===== src/design/ugat_pkg.sv =====
// Shared types and constants for the ultimate gain autotuner.
// Used by ugat_tracker, ugat_scaler and ultimate_gain_autotuner_core.
package ugat_pkg;

  localparam int TEMP_W   = 16;
  localparam int TICK_W   = 16;
  localparam int GAIN_W   = 24;
  localparam int TIME_W   = 32;
  localparam int POWER_W  = 10;
  localparam int COUNT_W  = 2;
  localparam int DIFF_W   = 16;
  localparam int PROD_W   = GAIN_W + DIFF_W;
  localparam int LOW_W    = 20;

  localparam logic [GAIN_W-1:0]  GAIN_MAX   = 24'hFF_FFFF;
  localparam logic [GAIN_W-1:0]  GAIN_RESET = 24'd100;
  localparam logic [POWER_W-1:0] POWER_MAX  = 10'd999;
  localparam logic [COUNT_W-1:0] CROSSINGS_NEEDED = 2'd2;

  // Any product at or above this value divides to more than the power limit.
  localparam logic [PROD_W-1:0] SAT_PRODUCT = 40'd1000000;

  // Reciprocal of 1000 scaled by 2**30, rounded up; exact for products below 2**20.
  localparam int RECIP_SHIFT = 30;
  localparam int RECIP_W     = 21;
  localparam logic [RECIP_W-1:0] RECIP_K = 21'd1073742;

  typedef struct packed {
    logic              done;
    logic [GAIN_W-1:0] ugain;
    logic [TIME_W-1:0] uperiod;
  } tune_res_t;

endpackage


===== src/design/ugat_tracker.sv =====
// Crossing detector, time stamps and gain ramp of the autotuner.
// Depends on ugat_pkg.
module ugat_tracker import ugat_pkg::*; (
  input  logic                     clk,
  input  logic                     rst,
  input  logic                     cfg_wr_en,
  input  logic [GAIN_W-1:0]        cfg_wr_data,
  input  logic                     adv,
  input  logic signed [TEMP_W-1:0] temp_now,
  input  logic signed [TEMP_W-1:0] target_temp,
  input  logic [TICK_W-1:0]        tick_time,
  output logic [GAIN_W-1:0]        gain,
  output tune_res_t                res
);

  logic signed [TEMP_W-1:0] previous_temp;
  logic [TIME_W-1:0]        elapsed_time;
  logic [TIME_W-1:0]        crossing_time0;
  logic [TIME_W-1:0]        crossing_time1;
  logic [COUNT_W-1:0]       crossing_count;

  logic                     crossing;
  logic [COUNT_W-1:0]       count_inc;
  logic [TIME_W-1:0]        crossing_time0_next;
  logic [TIME_W-1:0]        crossing_time1_next;
  logic [GAIN_W-1:0]        gain_next;
  logic [COUNT_W-1:0]       crossing_count_next;

  always_comb begin
    crossing = (temp_now > target_temp) && (previous_temp < target_temp);
    count_inc = crossing ? crossing_count + 2'd1 : crossing_count;
    crossing_time0_next = crossing_time0;
    crossing_time1_next = crossing_time1;
    if (crossing && (crossing_count < CROSSINGS_NEEDED)) begin
      if (crossing_count[0]) begin
        crossing_time1_next = elapsed_time;
      end else begin
        crossing_time0_next = elapsed_time;
      end
    end
    res.done    = (count_inc >= CROSSINGS_NEEDED);
    res.ugain   = res.done ? gain : '0;
    res.uperiod = res.done ? (crossing_time1_next - crossing_time0_next) : '0;
    crossing_count_next = res.done ? '0 : count_inc;
    if (res.done || (gain == GAIN_MAX)) begin
      gain_next = gain;
    end else begin
      gain_next = gain + 24'd1;
    end
  end

  always_ff @(posedge clk) begin
    if (rst) begin
      previous_temp  <= '0;
      elapsed_time   <= '0;
      crossing_time0 <= '0;
      crossing_time1 <= '0;
      crossing_count <= '0;
      gain           <= GAIN_RESET;
    end else if (cfg_wr_en) begin
      gain <= cfg_wr_data;
    end else if (adv) begin
      previous_temp  <= temp_now;
      elapsed_time   <= elapsed_time + {{(TIME_W-TICK_W){1'b0}}, tick_time};
      crossing_time0 <= crossing_time0_next;
      crossing_time1 <= crossing_time1_next;
      crossing_count <= crossing_count_next;
      gain           <= gain_next;
    end
  end

endmodule


===== src/design/ugat_scaler.sv =====
// Divides the registered drive product by 1000 and clamps it to the power limit.
// Depends on ugat_pkg.
module ugat_scaler import ugat_pkg::*; (
  input  logic               sat,
  input  logic [LOW_W-1:0]   prod_low,
  output logic [POWER_W-1:0] power
);

  localparam int WIDE_W = LOW_W + RECIP_W;

  logic [WIDE_W-1:0] wide;

  always_comb begin
    wide  = {{RECIP_W{1'b0}}, prod_low} * {{LOW_W{1'b0}}, RECIP_K};
    power = sat ? POWER_MAX : wide[RECIP_SHIFT +: POWER_W];
  end

endmodule


===== src/design/ultimate_gain_autotuner_core.sv =====
// Top level of the ultimate gain autotuner: three-stage stream pipeline.
// Depends on ugat_pkg, ugat_tracker and ugat_scaler.
//
//   channel  dir  fields (lowest bit first)
//   s_axis   in   tdata: temp_now[15:0], target_temp[31:16], tick_time[47:32]
//   m_axis   out  tdata: heater_power[9:0], ultimate_gain[33:10], ultimate_period[65:34]
//                 tuser: tuning_done
//   cfg_wr   in   initial_gain, also loads the running gain
//
// One word per cycle sustained while the output is ready; a taken word passes through
// one register each for the input, the gain multiply and the divide by 1000, in that
// order, before it is presented on the output.
// Synchronous reset empties all stages and restores the tracker state.
// A stalled output holds its word while earlier stages keep filling behind it.
module ultimate_gain_autotuner_core import ugat_pkg::*; (
  input  logic              clk,
  input  logic              rst,
  input  logic              cfg_wr_en,
  input  logic [GAIN_W-1:0] cfg_wr_data,
  input  logic              s_axis_tvalid,
  output logic              s_axis_tready,
  input  logic [47:0]       s_axis_tdata,   // temp_now, target_temp, tick_time
  output logic              m_axis_tvalid,
  input  logic              m_axis_tready,
  output logic [71:0]       m_axis_tdata,   // heater_power, ultimate_gain, ultimate_period
  output logic [0:0]        m_axis_tuser    // tuning_done
);

  // Stage 1: input register.
  logic                     v1;
  logic signed [TEMP_W-1:0] temp1;
  logic signed [TEMP_W-1:0] target1;
  logic [TICK_W-1:0]        tick1;
  // Stage 2: product register.
  logic                     v2;
  logic                     sat2;
  logic [LOW_W-1:0]         low2;
  tune_res_t                res2;
  // Stage 3: output register.
  logic                     v3;
  logic [POWER_W-1:0]       power3;
  tune_res_t                res3;

  logic                     adv1;
  logic                     adv2;
  logic                     take;
  logic [GAIN_W-1:0]        gain;
  tune_res_t                res1;
  logic [DIFF_W-1:0]        diff;
  logic [PROD_W-1:0]        prod;
  logic [POWER_W-1:0]       power2;

  assign adv2 = v2 && (!v3 || m_axis_tready);
  assign adv1 = v1 && (!v2 || adv2);
  assign s_axis_tready = !v1 || adv1;
  assign take = s_axis_tvalid && s_axis_tready;

  ugat_tracker u_tracker (
    .clk         (clk),
    .rst         (rst),
    .cfg_wr_en   (cfg_wr_en),
    .cfg_wr_data (cfg_wr_data),
    .adv         (adv1),
    .temp_now    (temp1),
    .target_temp (target1),
    .tick_time   (tick1),
    .gain        (gain),
    .res         (res1)
  );

  // The difference only matters when positive, where it fits in 16 unsigned bits.
  always_comb begin
    diff = (temp1 < target1) ? DIFF_W'(target1 - temp1) : '0;
    prod = {{DIFF_W{1'b0}}, gain} * {{GAIN_W{1'b0}}, diff};
  end

  ugat_scaler u_scaler (
    .sat      (sat2),
    .prod_low (low2),
    .power    (power2)
  );

  always_ff @(posedge clk) begin
    if (rst) begin
      v1 <= 1'b0;
      v2 <= 1'b0;
      v3 <= 1'b0;
    end else begin
      if (take) begin
        v1 <= 1'b1;
      end else if (adv1) begin
        v1 <= 1'b0;
      end
      if (adv1) begin
        v2 <= 1'b1;
      end else if (adv2) begin
        v2 <= 1'b0;
      end
      if (adv2) begin
        v3 <= 1'b1;
      end else if (m_axis_tready) begin
        v3 <= 1'b0;
      end
    end
  end

  always_ff @(posedge clk) begin
    if (take) begin
      temp1   <= s_axis_tdata[15:0];
      target1 <= s_axis_tdata[31:16];
      tick1   <= s_axis_tdata[47:32];
    end
    if (adv1) begin
      sat2 <= (prod >= SAT_PRODUCT);
      low2 <= prod[LOW_W-1:0];
      res2 <= res1;
    end
    if (adv2) begin
      power3 <= power2;
      res3   <= res2;
    end
  end

  assign m_axis_tvalid = v3;
  assign m_axis_tdata  = {6'd0, res3.uperiod, res3.ugain, power3};
  assign m_axis_tuser  = res3.done;

`ifndef SYNTHESIS
  a_power_range: assert property (@(posedge clk) disable iff (rst)
    m_axis_tvalid |-> (m_axis_tdata[9:0] <= POWER_MAX))
    else $error("heater power above limit");

  a_idle_results_zero: assert property (@(posedge clk) disable iff (rst)
    (m_axis_tvalid && !m_axis_tuser[0]) |-> (m_axis_tdata[71:10] == '0))
    else $error("tuning results nonzero on a word without completion");

  a_ready_when_out_empty: assert property (@(posedge clk) disable iff (rst)
    !m_axis_tvalid |-> s_axis_tready)
    else $error("input stalled with empty output stage");

  a_pipe_advance: assert property (@(posedge clk) disable iff (rst)
    (v2 && !v3) |=> v3)
    else $error("product stage failed to move into empty output stage");
`endif

endmodule


===== config.mk =====
export PLATFORM = sky130hd
export DESIGN_NAME = ultimate_gain_autotuner_core
export DESIGN_NICKNAME = d
export VERILOG_FILES = /design/src/design/ugat_pkg.sv /design/src/design/ugat_tracker.sv /design/src/design/ugat_scaler.sv /design/src/design/ultimate_gain_autotuner_core.sv
export SDC_FILE = /design/constraint.sdc
export NUM_CORES = 2
export LEC_CHECK = 0
export ABC_CLOCK_PERIOD_IN_PS = 22300
export BUFFER_PORTS_ARGS = -buffer_cell sky130_fd_sc_hd__buf_2
export CAP_MARGIN = 20
export CELL_PAD_IN_SITES_DETAIL_PLACEMENT = 0
export CELL_PAD_IN_SITES_GLOBAL_PLACEMENT = 2
export CORE_MARGIN = 2
export CORE_UTILIZATION = 25
export CTS_BUF_LIST = sky130_fd_sc_hd__clkbuf_4 sky130_fd_sc_hd__clkbuf_8
export CTS_CLUSTER_SIZE = 30
export DETAILED_ROUTE_END_ITERATION = 10
export PLACE_DENSITY = 0.55
export SLEW_MARGIN = 10
export SYNTH_ARGS = -nofsm -noshare
export SYNTH_HDL_FRONTEND = slang
export SYNTH_SLANG_ARGS = --single-unit

===== constraint.sdc =====
create_clock -name clk -period 22.3 [get_ports clk]
set_clock_uncertainty 0.05 [all_clocks]
set_input_delay 6.69 -clock clk [delete_from_list [all_inputs] [get_ports clk]]
set_output_delay 6.69 -clock clk [all_outputs]
set_load 0.02 [all_outputs]

==> metrics <==
clk slew on worst S/H paths roughly 0.060 ns; vias in the first global route 26544; Mapped Area around 34000 um2; First DRT Iteration DRCs 1043; total CTS buffers 68; CORE AREA between 100000 and 150000 um2; Initial Util 0.2518; hold buffer count at cts 0; worst min path class flop to flop; final WL 101400 um; CTS resizes 0; RSZ-0062 raised after global routing false; top-count cell post-synth inv_1; DP HPWL roughly 80000 um; CTS tree done; non-filler instance count after layout 5512; #FFs+latches synth 334; CTS max path bufs 3; status complete, no violations; Pins Over Slew Limit 0; cell count after synthesis 3571; fin nets 4518; post-CTS setup buffer count 0; min Tclk post-route between 10 and 15 ns; CP endpoint kind output port; vias per inst 4.410; Area Overhead vs Synth 12.48%; Data required, critical path 15.56 ns; ys async rst share 0; row count 134; Worst setup SP type input pin; crit-path max FO 6; Synth top cells by count 616 x inv_1, 510 x nand2_1, 394 x fa_1; CTS HTree Levels 3; clock sinks 334; IO Port Bufs 145; Reg area 8620 um2; first-pass GRT wire length about 160000 um; Detailed Routing Iterations Pass 1 5; post-synth top area share 0.2350; Skew-Pair Late Insertion Delay 0.74 ns; Die Y approximately 370 um; Setup-failing EPs final 0; die area 137200 um2; initial antenna violation count 7; syn avg cell area about 9.4 um2; total global routing overflow 0; Root Buffer clkbuf_8; Slew Limit Headroom 0.3100; Fin Setup TNS 0 ns; FILL cells 14359; Yosys top cell by area fa_1; main flop type after synthesis edfxtp_1; Slew @ Worst Pin between 1 and 1.5 ns; ranking of synthesized cells by area fa_1 24%, edfxtp_1 17%, ha_1 13%, dfxtp_1 8.4%, inv_1 6.9%; via count ~24000; Max-Cap Viols 0; layout cells sized above 1 0.09976; all-layer global routing usage 0.1526; area of the multi-input gates 22040 um2; maximum clock frequency 0.06968 GHz; Post-synth EDFFs roughly 190; global placement routability congestion 0.7612; antenna viol nets, final 0; Ports roughly 150; sequential area share after synthesis 0.2568; largest net degree at the start of global routing 71; crit path DAT 7.61 ns; Placed Cells incl. Taps 5384; Synth cell types 78; Remaining DRCs 0; Die X roughly 370 um; Routed wire per std cell about 18 um; Final period util 0.6436; Yosys warnings 0; critical path class input pin to output port; endpoints failing hold 0
[worst max-delay path: stages]
cell     delay (ns)
buf_2          0.09
nor2b_1        0.46
nand3_1        0.18
buf_2          0.19
[sequential cells by signal (all words and copies together), names as in the netlist, 16 cells and up]
register	count
u_tracker.crossing_time0	32
u_tracker.gain	24
u_tracker.crossing_time1	32
temp1	16
res2	57
m_axis_tdata	56
u_tracker.previous_temp	16
target1	16
tick1	16
low2	20
u_tracker.elapsed_time	32
[area by class of cell]
type	instances	share of cell area
tap	1768	0.05861
antenna	5	0.0003315
timing repair buffer	198	0.02983
sequential	334	0.2284
multi-input combinational	2467	0.5839
inverter	618	0.06152
clock buffer	92	0.03007
clock inverter	30	0.007425
[cells by family after synthesis]
| logic type | share of synthesized area |
|---|---|
| flip-flops | 0.2568 |
| AND/OR/NAND/NOR | 0.1488 |
| XOR/XNOR | 0.02718 |
| multiplexers | 0.02081 |
| buffers and inverters | 0.08844 |
| other | 0.0001117 |
| adder cells (fa/ha/maj) | 0.3693 |
| AO/OA/AOI/OAI | 0.08852 |
[cell usage in the layout (no fill, tap or decap), types with 42 or more instances in the layout]
cell and n:
a21oi_1 198, and2_1 169, buf_2 144, buf_4 53
clkbuf_8 71, dfxtp_1 140, edfxtp_1 193, fa_1 394
ha_1 360, inv_1 615, nand2_1 510, nor2_1 143
nor3_1 51, o21ai_0 64, xnor2_1 59, xor2_1 42
[path summary, 6_finish.rpt]
kind	startpoint	to	slack [ns]	cells past startpoint
min	res2[48]$_SDFFCE_PN0P_	m_axis_tdata[26]$_DFFE_PP_	0.37	0
min reg2reg	res2[48]$_SDFFCE_PN0P_	m_axis_tdata[26]$_DFFE_PP_	0.37	0
max	m_axis_tready	s_axis_tready	7.95	4
max reg2reg	temp1[0]$_DFFE_PP_	sat2$_DFFE_PP_	12.14	30
[metrics by stage]
stage	instance area, um2	hold slack, ns	utilization	setup WS (ns)
after detailed placement	36310	0.3545	0.2724	7.939
after global routing	37740	0.3724	0.2831	7.837
after global placement	36310	0.3543	0.2724	7.936
final	37750	0.3659	0.2832	7.949
after CTS	37730	0.3677	0.2830	7.948
after floorplan	33580	0.3503	-	8.364
[metal layers]
metal | share of wire | track usage | wire, um
met1 | 0.49 | 0.2091 | 49450
met2 | 0.46 | 0.2497 | 46530
met3 | 0.037 | 0.02705 | 3746
met4 | 0.016 | 0.03338 | 1631
met5 | 0.00021 | 0 | 21
Power is not shown: default switching activity piles up to over one toggle a cycle in this logic, so the estimate is an artifact.
